## src/rtl/core/wsd_pkg.sv

```systemverilog
// Shared types and constants for the WAV stream sample decoder.
// Holds the parse phase type, chunk tags, error codes and sample modes.
// No dependencies.
`default_nettype none

package wsd_pkg;

  typedef enum logic [3:0] {
    PH_RIFF    = 4'd0,
    PH_RSIZE   = 4'd1,
    PH_WAVE    = 4'd2,
    PH_CID     = 4'd3,
    PH_SZ_FMT  = 4'd4,
    PH_SZ_DATA = 4'd5,
    PH_SZ_SKIP = 4'd6,
    PH_FMT     = 4'd7,
    PH_SKIP    = 4'd8,
    PH_PAD     = 4'd9,
    PH_DATA    = 4'd10,
    PH_HALT    = 4'd11
  } phase_t;

  typedef enum logic [1:0] {
    SMP_PCM16 = 2'd0,
    SMP_PCM24 = 2'd1,
    SMP_FLT32 = 2'd2
  } smp_mode_t;

  localparam logic [31:0] TAG_RIFF = 32'h4646_4952;
  localparam logic [31:0] TAG_WAVE = 32'h4556_4157;
  localparam logic [31:0] TAG_FMT  = 32'h2074_6D66;
  localparam logic [31:0] TAG_DATA = 32'h6174_6164;

  localparam logic [2:0] ERR_BAD_RIFF    = 3'd0;
  localparam logic [2:0] ERR_BAD_WAVE    = 3'd1;
  localparam logic [2:0] ERR_CHANNELS    = 3'd2;
  localparam logic [2:0] ERR_FORMAT      = 3'd3;
  localparam logic [2:0] ERR_DATA_NO_FMT = 3'd4;

  localparam logic [15:0] FMT_PCM   = 16'd1;
  localparam logic [15:0] FMT_FLOAT = 16'd3;

  localparam logic [23:0] Q23_MAX = 24'h7F_FFFF;
  localparam logic [23:0] Q23_MIN = 24'h80_0000;

  localparam logic       KIND_FRAME = 1'b0;
  localparam logic       KIND_ERROR = 1'b1;

endpackage

`default_nettype wire

```

## src/rtl/core/wsd_sample_conv.sv

```systemverilog
// Sample converter: one little-endian sample word to signed Q1.23.
// Handles PCM16, PCM24 and float32 (truncating, saturating). Uses wsd_pkg.
`default_nettype none

module wsd_sample_conv (
  input  wire logic [31:0]       word,
  input  wire wsd_pkg::smp_mode_t mode,
  output logic      [23:0]       q23
);

  logic        neg;
  logic [7:0]  expo;
  logic [22:0] mant;
  logic [7:0]  shamt;
  logic [23:0] mag;
  logic [23:0] flt_q;

  assign neg   = word[31];
  assign expo  = word[30:23];
  assign mant  = word[22:0];
  assign shamt = 8'd127 - expo;
  assign mag   = {1'b1, mant} >> shamt[4:0];

  always_comb begin
    if (expo == 8'hFF) begin
      // NaN drops to zero, infinities saturate
      flt_q = (mant != 23'd0) ? 24'd0 : (neg ? wsd_pkg::Q23_MIN : wsd_pkg::Q23_MAX);
    end else if (expo == 8'd0) begin
      flt_q = 24'd0;
    end else if (expo >= 8'd127) begin
      flt_q = neg ? wsd_pkg::Q23_MIN : wsd_pkg::Q23_MAX;
    end else if (shamt >= 8'd24) begin
      flt_q = 24'd0;
    end else begin
      flt_q = neg ? (24'd0 - mag) : mag;
    end
  end

  always_comb begin
    case (mode)
      wsd_pkg::SMP_PCM16: q23 = {word[15:0], 8'h00};
      wsd_pkg::SMP_PCM24: q23 = word[23:0];
      wsd_pkg::SMP_FLT32: q23 = flt_q;
      default:            q23 = 24'd0;
    endcase
  end

endmodule

`default_nettype wire

```

## src/rtl/core/wav_stream_sample_decoder.sv

```systemverilog
// WAV stream sample decoder top level: RIFF/WAVE byte parser and frame output.
// Depends on wsd_pkg and wsd_sample_conv.
//
//  channel | dir | tdata                         | tuser           | tlast
//  in_     | in  | [7:0] data_byte               | start_of_file   | -
//  out_    | out | [23:0] left, [47:24] right,   | result_kind     | last_frame
//          |     | [79:48] rate, [82:80] error   |                 |
//
// One byte per cycle sustained unless the output stalls. Each byte waits
// in the input register; its result, if any, enters the output register
// as the byte advances. The input register refills while the output register
// drains, so a stalled result only blocks input once both registers are full.
// Reset (rst_n low, synchronous) empties both registers and returns the parser
// to the RIFF tag; a beat with start_of_file set restarts the parse likewise.
`default_nettype none

module wav_stream_sample_decoder (
  input  wire logic        clk,
  input  wire logic        rst_n,
  input  wire logic        in_tvalid,
  output logic             in_tready,
  input  wire logic [7:0]  in_tdata,   // [7:0] data_byte
  input  wire logic        in_tuser,   // [0] start_of_file
  output logic             out_tvalid,
  input  wire logic        out_tready,
  output logic      [87:0] out_tdata,  // [23:0] left, [47:24] right, [79:48] rate,
                                       // [82:80] error_code, [87:83] zero
  output logic             out_tuser,  // [0] result_kind
  output logic             out_tlast   // last_frame
);

  // input register
  logic       in_valid_r;
  logic [7:0] in_byte_r;
  logic       in_sof_r;
  logic       advance;

  // parser state
  wsd_pkg::phase_t phase_r, phase_nxt;
  logic [1:0]  fbc_r, fbc_nxt;
  logic [31:0] tag_r, tag_nxt;
  logic [31:0] cbl_r, cbl_nxt;
  logic [15:0] fmt_r, fmt_nxt;
  logic [15:0] chn_r, chn_nxt;
  logic [31:0] rate_r, rate_nxt;
  logic [15:0] bits_r, bits_nxt;
  logic        seen_r, seen_nxt;
  logic [63:0] asm_r, asm_nxt;
  logic [3:0]  fidx_r, fidx_nxt;
  logic [4:0]  fpos_r, fpos_nxt;
  logic        odd_r, odd_nxt;

  // current view after a possible restart
  wsd_pkg::phase_t c_phase;
  logic [1:0]  c_fbc;
  logic [31:0] c_tag;
  logic [31:0] c_cbl;
  logic [15:0] c_fmt;
  logic [15:0] c_chn;
  logic [31:0] c_rate;
  logic [15:0] c_bits;
  logic        c_seen;
  logic [63:0] c_asm;
  logic [3:0]  c_fidx;
  logic [4:0]  c_fpos;
  logic        c_odd;

  logic [31:0] word;
  logic [3:0]  bps;
  logic [5:0]  fbytes;
  logic        fmt_ok;
  logic [63:0] asm_cat;
  logic [31:0] cbl_dec;
  logic [31:0] left_word, right_word;
  logic [23:0] left_q, right_q;
  wsd_pkg::smp_mode_t mode;

  // result
  logic        emit;
  logic        res_kind;
  logic        res_last;
  logic [2:0]  res_err;
  logic [23:0] res_left, res_right;

  // output register
  logic        out_valid_r;
  logic        out_kind_r;
  logic        out_last_r;
  logic [2:0]  out_err_r;
  logic [23:0] out_left_r, out_right_r;
  logic [31:0] out_rate_r;

  assign advance   = in_valid_r && (!out_valid_r || out_tready);
  assign in_tready = !in_valid_r || advance;

  always_ff @(posedge clk) begin
    if (!rst_n) begin
      in_valid_r <= 1'b0;
    end else if (in_tready) begin
      in_valid_r <= in_tvalid;
    end
  end

  always_ff @(posedge clk) begin
    if (in_tvalid && in_tready) begin
      in_byte_r <= in_tdata;
      in_sof_r  <= in_tuser;
    end
  end

  // restart view
  always_comb begin
    if (in_sof_r) begin
      c_phase = wsd_pkg::PH_RIFF;
      c_fbc   = 2'd0;
      c_tag   = 32'd0;
      c_cbl   = 32'd0;
      c_fmt   = 16'd0;
      c_chn   = 16'd0;
      c_rate  = 32'd0;
      c_bits  = 16'd0;
      c_seen  = 1'b0;
      c_asm   = 64'd0;
      c_fidx  = 4'd0;
      c_fpos  = 5'd0;
      c_odd   = 1'b0;
    end else begin
      c_phase = phase_r;
      c_fbc   = fbc_r;
      c_tag   = tag_r;
      c_cbl   = cbl_r;
      c_fmt   = fmt_r;
      c_chn   = chn_r;
      c_rate  = rate_r;
      c_bits  = bits_r;
      c_seen  = seen_r;
      c_asm   = asm_r;
      c_fidx  = fidx_r;
      c_fpos  = fpos_r;
      c_odd   = odd_r;
    end
  end

  assign word    = {in_byte_r, c_tag[31:8]};
  assign bps     = c_bits[6:3];
  assign fbytes  = 6'(bps) * 6'(c_chn[1:0]);
  assign fmt_ok  = ((c_fmt == wsd_pkg::FMT_PCM) && (c_bits == 16'd16 || c_bits == 16'd24)) ||
                   ((c_fmt == wsd_pkg::FMT_FLOAT) && (c_bits == 16'd32));
  assign asm_cat = c_asm | (64'(in_byte_r) << {c_fidx[2:0], 3'b000});
  assign cbl_dec = c_cbl - 32'd1;

  always_comb begin
    if (c_fmt == wsd_pkg::FMT_FLOAT) begin
      mode = wsd_pkg::SMP_FLT32;
    end else if (c_bits == 16'd16) begin
      mode = wsd_pkg::SMP_PCM16;
    end else begin
      mode = wsd_pkg::SMP_PCM24;
    end
  end

  assign left_word = asm_cat[31:0];
  always_comb begin
    case (bps)
      4'd3:    right_word = asm_cat[55:24];
      4'd4:    right_word = asm_cat[63:32];
      default: right_word = asm_cat[47:16];
    endcase
  end

  wsd_sample_conv u_conv_left (
    .word (left_word),
    .mode (mode),
    .q23  (left_q)
  );

  wsd_sample_conv u_conv_right (
    .word (right_word),
    .mode (mode),
    .q23  (right_q)
  );

  always_comb begin
    phase_nxt = c_phase;
    fbc_nxt   = c_fbc;
    tag_nxt   = c_tag;
    cbl_nxt   = c_cbl;
    fmt_nxt   = c_fmt;
    chn_nxt   = c_chn;
    rate_nxt  = c_rate;
    bits_nxt  = c_bits;
    seen_nxt  = c_seen;
    asm_nxt   = c_asm;
    fidx_nxt  = c_fidx;
    fpos_nxt  = c_fpos;
    odd_nxt   = c_odd;
    emit      = 1'b0;
    res_kind  = wsd_pkg::KIND_FRAME;
    res_err   = wsd_pkg::ERR_BAD_RIFF;
    res_last  = 1'b0;
    res_left  = 24'd0;
    res_right = 24'd0;

    case (c_phase)
      wsd_pkg::PH_RIFF, wsd_pkg::PH_RSIZE, wsd_pkg::PH_WAVE, wsd_pkg::PH_CID,
      wsd_pkg::PH_SZ_FMT, wsd_pkg::PH_SZ_DATA, wsd_pkg::PH_SZ_SKIP: begin
        tag_nxt = word;
        fbc_nxt = c_fbc + 2'd1;
        if (c_fbc == 2'd3) begin
          case (c_phase)
            wsd_pkg::PH_RIFF: begin
              if (word != wsd_pkg::TAG_RIFF) begin
                emit    = 1'b1;
                res_err = wsd_pkg::ERR_BAD_RIFF;
              end else begin
                phase_nxt = wsd_pkg::PH_RSIZE;
              end
            end
            wsd_pkg::PH_RSIZE: phase_nxt = wsd_pkg::PH_WAVE;
            wsd_pkg::PH_WAVE: begin
              if (word != wsd_pkg::TAG_WAVE) begin
                emit    = 1'b1;
                res_err = wsd_pkg::ERR_BAD_WAVE;
              end else begin
                phase_nxt = wsd_pkg::PH_CID;
              end
            end
            wsd_pkg::PH_CID: begin
              if (word == wsd_pkg::TAG_FMT) begin
                phase_nxt = wsd_pkg::PH_SZ_FMT;
              end else if (word == wsd_pkg::TAG_DATA) begin
                phase_nxt = wsd_pkg::PH_SZ_DATA;
              end else begin
                phase_nxt = wsd_pkg::PH_SZ_SKIP;
              end
            end
            wsd_pkg::PH_SZ_DATA: begin
              // first failing check wins
              if (!c_seen) begin
                emit    = 1'b1;
                res_err = wsd_pkg::ERR_DATA_NO_FMT;
              end else if (c_chn < 16'd1 || c_chn > 16'd2) begin
                emit    = 1'b1;
                res_err = wsd_pkg::ERR_CHANNELS;
              end else if (!fmt_ok) begin
                emit    = 1'b1;
                res_err = wsd_pkg::ERR_FORMAT;
              end else begin
                cbl_nxt   = word;
                asm_nxt   = 64'd0;
                fidx_nxt  = 4'd0;
                phase_nxt = (word < 32'(fbytes)) ? wsd_pkg::PH_HALT : wsd_pkg::PH_DATA;
              end
            end
            default: begin
              cbl_nxt = word;
              odd_nxt = word[0];
              if (c_phase == wsd_pkg::PH_SZ_FMT) begin
                fmt_nxt   = 16'd0;
                chn_nxt   = 16'd0;
                rate_nxt  = 32'd0;
                bits_nxt  = 16'd0;
                seen_nxt  = 1'b1;
                fpos_nxt  = 5'd0;
                phase_nxt = wsd_pkg::PH_FMT;
              end else begin
                phase_nxt = wsd_pkg::PH_SKIP;
              end
              // empty chunk: no body, no pad
              if (word == 32'd0) begin
                phase_nxt = wsd_pkg::PH_CID;
              end
            end
          endcase
          if (emit) begin
            res_kind  = wsd_pkg::KIND_ERROR;
            phase_nxt = wsd_pkg::PH_HALT;
          end
        end
      end

      wsd_pkg::PH_FMT: begin
        if (c_fpos < 5'd16) begin
          case (c_fpos)
            5'd0:  fmt_nxt[7:0]    = in_byte_r;
            5'd1:  fmt_nxt[15:8]   = in_byte_r;
            5'd2:  chn_nxt[7:0]    = in_byte_r;
            5'd3:  chn_nxt[15:8]   = in_byte_r;
            5'd4:  rate_nxt[7:0]   = in_byte_r;
            5'd5:  rate_nxt[15:8]  = in_byte_r;
            5'd6:  rate_nxt[23:16] = in_byte_r;
            5'd7:  rate_nxt[31:24] = in_byte_r;
            5'd14: bits_nxt[7:0]   = in_byte_r;
            5'd15: bits_nxt[15:8]  = in_byte_r;
            default: ;
          endcase
          fpos_nxt = c_fpos + 5'd1;
        end
        cbl_nxt = cbl_dec;
        if (cbl_dec == 32'd0) begin
          phase_nxt = c_odd ? wsd_pkg::PH_PAD : wsd_pkg::PH_CID;
        end
      end

      wsd_pkg::PH_SKIP: begin
        cbl_nxt = cbl_dec;
        if (cbl_dec == 32'd0) begin
          phase_nxt = c_odd ? wsd_pkg::PH_PAD : wsd_pkg::PH_CID;
        end
      end

      wsd_pkg::PH_PAD: begin
        odd_nxt   = 1'b0;
        phase_nxt = wsd_pkg::PH_CID;
      end

      wsd_pkg::PH_DATA: begin
        cbl_nxt  = cbl_dec;
        asm_nxt  = asm_cat;
        fidx_nxt = c_fidx + 4'd1;
        if (6'(c_fidx) + 6'd1 >= fbytes) begin
          emit      = 1'b1;
          res_kind  = wsd_pkg::KIND_FRAME;
          res_left  = left_q;
          res_right = (c_chn == 16'd2) ? right_q : left_q;
          res_last  = cbl_dec < 32'(fbytes);
          asm_nxt   = 64'd0;
          fidx_nxt  = 4'd0;
          if (res_last) begin
            phase_nxt = wsd_pkg::PH_HALT;
          end
        end
      end

      default: ;
    endcase
  end

  always_ff @(posedge clk) begin
    if (!rst_n) begin
      phase_r <= wsd_pkg::PH_RIFF;
      fbc_r   <= 2'd0;
      tag_r   <= 32'd0;
      cbl_r   <= 32'd0;
      fmt_r   <= 16'd0;
      chn_r   <= 16'd0;
      rate_r  <= 32'd0;
      bits_r  <= 16'd0;
      seen_r  <= 1'b0;
      asm_r   <= 64'd0;
      fidx_r  <= 4'd0;
      fpos_r  <= 5'd0;
      odd_r   <= 1'b0;
    end else if (advance) begin
      phase_r <= phase_nxt;
      fbc_r   <= fbc_nxt;
      tag_r   <= tag_nxt;
      cbl_r   <= cbl_nxt;
      fmt_r   <= fmt_nxt;
      chn_r   <= chn_nxt;
      rate_r  <= rate_nxt;
      bits_r  <= bits_nxt;
      seen_r  <= seen_nxt;
      asm_r   <= asm_nxt;
      fidx_r  <= fidx_nxt;
      fpos_r  <= fpos_nxt;
      odd_r   <= odd_nxt;
    end
  end

  always_ff @(posedge clk) begin
    if (!rst_n) begin
      out_valid_r <= 1'b0;
    end else if (advance && emit) begin
      out_valid_r <= 1'b1;
    end else if (out_tready) begin
      out_valid_r <= 1'b0;
    end
  end

  always_ff @(posedge clk) begin
    if (advance && emit) begin
      out_kind_r  <= res_kind;
      out_last_r  <= res_last;
      out_err_r   <= (res_kind == wsd_pkg::KIND_ERROR) ? res_err : 3'd0;
      out_left_r  <= res_left;
      out_right_r <= res_right;
      out_rate_r  <= c_rate;
    end
  end

  assign out_tvalid = out_valid_r;
  assign out_tuser  = out_kind_r;
  assign out_tlast  = out_last_r;
  assign out_tdata  = {5'd0, out_err_r, out_rate_r, out_right_r, out_left_r};

endmodule

`default_nettype wire

```

## config.mk

```make
export PLATFORM = sky130hd
export DESIGN_NAME = wav_stream_sample_decoder
export DESIGN_NICKNAME = d
export VERILOG_FILES = /design/src/rtl/core/wsd_pkg.sv /design/src/rtl/core/wsd_sample_conv.sv /design/src/rtl/core/wav_stream_sample_decoder.sv
export SDC_FILE = /design/constraint.sdc
export NUM_CORES = 1
export LEC_CHECK = 0
export BUFFER_PORTS_ARGS = -buffer_cell sky130_fd_sc_hd__clkbuf_2
export CORE_MARGIN = 2
export CORE_UTILIZATION = 57
export CTS_BUF_LIST = sky130_fd_sc_hd__clkbuf_8 sky130_fd_sc_hd__clkbuf_16
export DETAILED_ROUTE_END_ITERATION = 10
export MAX_ROUTING_LAYER = met4
export PLACE_DENSITY_LB_ADDON = 0.15
export SLEW_MARGIN = 40
export SYNTH_ARGS = -nofsm -noshare
export SYNTH_HDL_FRONTEND = slang
export SYNTH_HIERARCHICAL = 1
export SYNTH_SLANG_ARGS = --single-unit
```

## constraint.sdc

```tcl
create_clock -name clk -period 8.45 [get_ports clk]
set_input_delay 0 -clock clk [delete_from_list [all_inputs] [get_ports clk]]
set_output_delay 0 -clock clk [all_outputs]
set_load 0.03 [all_outputs]
```

==> metrics <==
status=finished clean; Final Hold Vio Count=0; clk root buf=clkbuf_16; via count=23,800; die area=0.0425 mm2; Final Power=0.00362 W; max_slew headroom=0.387; Worst setup SP type=register; Worst R2R Path Depth=16; critical path arrival=6750 ps; Tcrit/Tclk final=0.749; fin crit period=6330 ps; Mean Syn Cell Area=8.16 um2; Worst-path clk slew=60 ps; Final Util=0.626; post-detailed-route wirelength per cell=25.2 um; Worst VDD drop=0.160 mV; layout cells sized above 1=0.133; met3 usage=0.0806; drt total wl=84,800 um; first-pass GRT wire length=129,000 um; reg-to-reg critical path endpoint=out_right_r[17]; Cell variety after synth=113; met2 global-route usage=0.577; starting density of the core=0.574; Yosys Warn Count=6; DRC marker count from the first detailed-route iteration=3,357; cts bufs inserted=37; crit-path max FO=28; CTS tree=yes; IO Count=105; setup_tns=0 ps; flops & latches, synth=313; CP Class=reg -> reg; Clock Tree Buf Depth=3; initial antenna violation count=0; num rows=74; routing usage on met1=0.555; placer congestion estimate=0.983; Layout area overhead=9.01%; NumNets Final=2,848; Core Region=0.0406 mm2; post-route ant nets=0; fill cell count=3,613; Main synth FF type=dfxtp_1; CTS H-tree depth=2; die width=206 um; Clock Latency Late Sink=580 ps; largest net degree at the start of global routing=90; Critical Path Source=in_sof_r; unrepaired setup endpoints after global routing=no; Async SR Flop Fraction=0; Least-Margin Pin Slew=916 ps; Post-Syn Instances=2,851; Setup crit end=out_right_r[17]; standby leakage power=9.05 nW; Seq/Total Area, Yosys=0.310; Detailed Routing Iterations Pass 1=6; vias in the first global route=21,700; global route total overflow=0; most frequent cells in the layout=nand2_1 (319), dfxtp_1 (219), nor2b_1 (211); Crit path required time=8870 ps; setup violators final=0; PortBufs=99; EDFF count, synth=94; total track usage=0.403; Slew Limit Fails=0; RR Startpoint=in_sof_r; worst reg2reg setup slack=2120 ps; GRT busiest layer=met2; max-capacitance violation count=0; f_max=0.158 GHz; Worst Skew=18.1 ps; Remaining DRCs=0; DP HPWL=57,000 um; Clock Sinks=313; Post CTS Setup Buffer Count=0; via/cell ratio=7.05; most common cell after layout, fill and taps aside=nand2_1; cell area power density=143 mW/mm2; Die H=206 um; crit end category=register; worst hold path class=in -> reg; mapped cell area=0.0233 mm2
## cells in the mapped netlist, types with 16 or more instances
master	count	area [um2]
o31ai_1	24	180
nor4_1	29	181
a31oi_1	32	200
nor3_1	70	350
inv_1	68	255
edfxtp_1	94	2820
a22oi_1	157	1180
nand2_1	319	1200
o21ai_0	210	1050
clkbuf_1	179	672
ha_1	28	350
a21oi_1	119	596
and2_1	54	338
dfxtp_1	219	4380
mux2i_1	68	681
xnor2_1	27	236
mux2_2	17	191
a22o_1	41	359
mux4_2	32	721
o221ai_1	53	464
nor2b_1	212	1330
nor2_1	153	574
nand4_1	28	175
a221oi_1	16	140
nand2b_1	38	238
xor2_1	22	193
a21boi_0	39	293
a21o_1	17	128
buf_2	49	245
o211ai_1	33	248
nand3_1	43	215
and3_1	48	300
## metrics by stage
stage	area (um2)	hold WS, ps	setup WS, ps	instances
global route	25400	170	1830	3367
detailed placement	23900	179	2150	3283
finish	25400	156	2120	3368
global placement	23800	178	2310	3282
CTS	25300	140	2130	3364
floorplan	23300	98.9	216	2855
## timing repair
item                      CTS  global route
hold buffers               13             0
hold endpoints to repair   69             0
resized for setup           0             0
## power by group
part	leakage [nW]	internal, W	switching (W)
combinational	5.64	0.000116	0.000279
clock	0.650	0.000958	0.000683
sequential	2.76	0.00155	0.0000308
total	9.05	0.00263	0.000994
## routing by layer
metal / up-vias / part of all wire
li1: 10500 / -
met4: 0 / 0.044
met3: 281 / 0.12
met1: 11300 / 0.41
met2: 1633 / 0.43
met5: - / 0
## layout make-up
class	instances	area (um2)	share of cell area
antenna	1	2.50	0.0000986
inverter	71	268	0.0106
clock buffer	44	1020	0.0403
multi-input combinational	2213	14900	0.588
sequential	313	7210	0.284
clock inverter	24	210	0.00829
timing repair buffer	170	1080	0.0428
tap	532	666	0.0262
## critical path, cell delays in order, from the launching register on
cell and delay, ps:
edfxtp_1 540, clkinv_2 420, nand2_1 270, nor2_1 660, a22oi_1 280, o221ai_2 540
buf_4 400, clkinv_1 380, o221a_2 450, o31a_1 270, a21oi_2 250, nand4_2 380
or3_1 540, o31a_1 260, o311ai_2 270, nand2_1 80, a21oi_1 140
## state kept, by name, summed over array words and instances, names as in the netlist, 24 cells and up
signal       flops
rate_r          32
tag_r           24
out_left_r      24
cbl_r           32
asm_r           64
out_right_r     24
out_rate_r      32
## logic make-up after synthesis
kind of cell,Yosys count,share of synthesized area
simple gates,1085,0.245
compound gates,920,0.278
buf+inv,329,0.0596
flops,313,0.310
mux,125,0.0730
xor+xnor,49,0.0184
fa+ha+maj,29,0.0159
other cells,1,0.000161
## worst min path at each step
stage	start	to	slack [ps]	cells past startpoint
after CTS	in_tdata[1]	in_byte_r[1]	140	2
after floorplan	in_tdata[0]	in_byte_r[0]	100	0
after global placement	in_tdata[3]	in_byte_r[3]	180	1
final	in_tdata[2]	in_byte_r[2]	160	2
after global routing	in_tdata[3]	in_byte_r[3]	170	2
after detailed placement	in_tdata[1]	in_byte_r[1]	180	1
No activity file was read; power rests on OpenSTA's default activity.
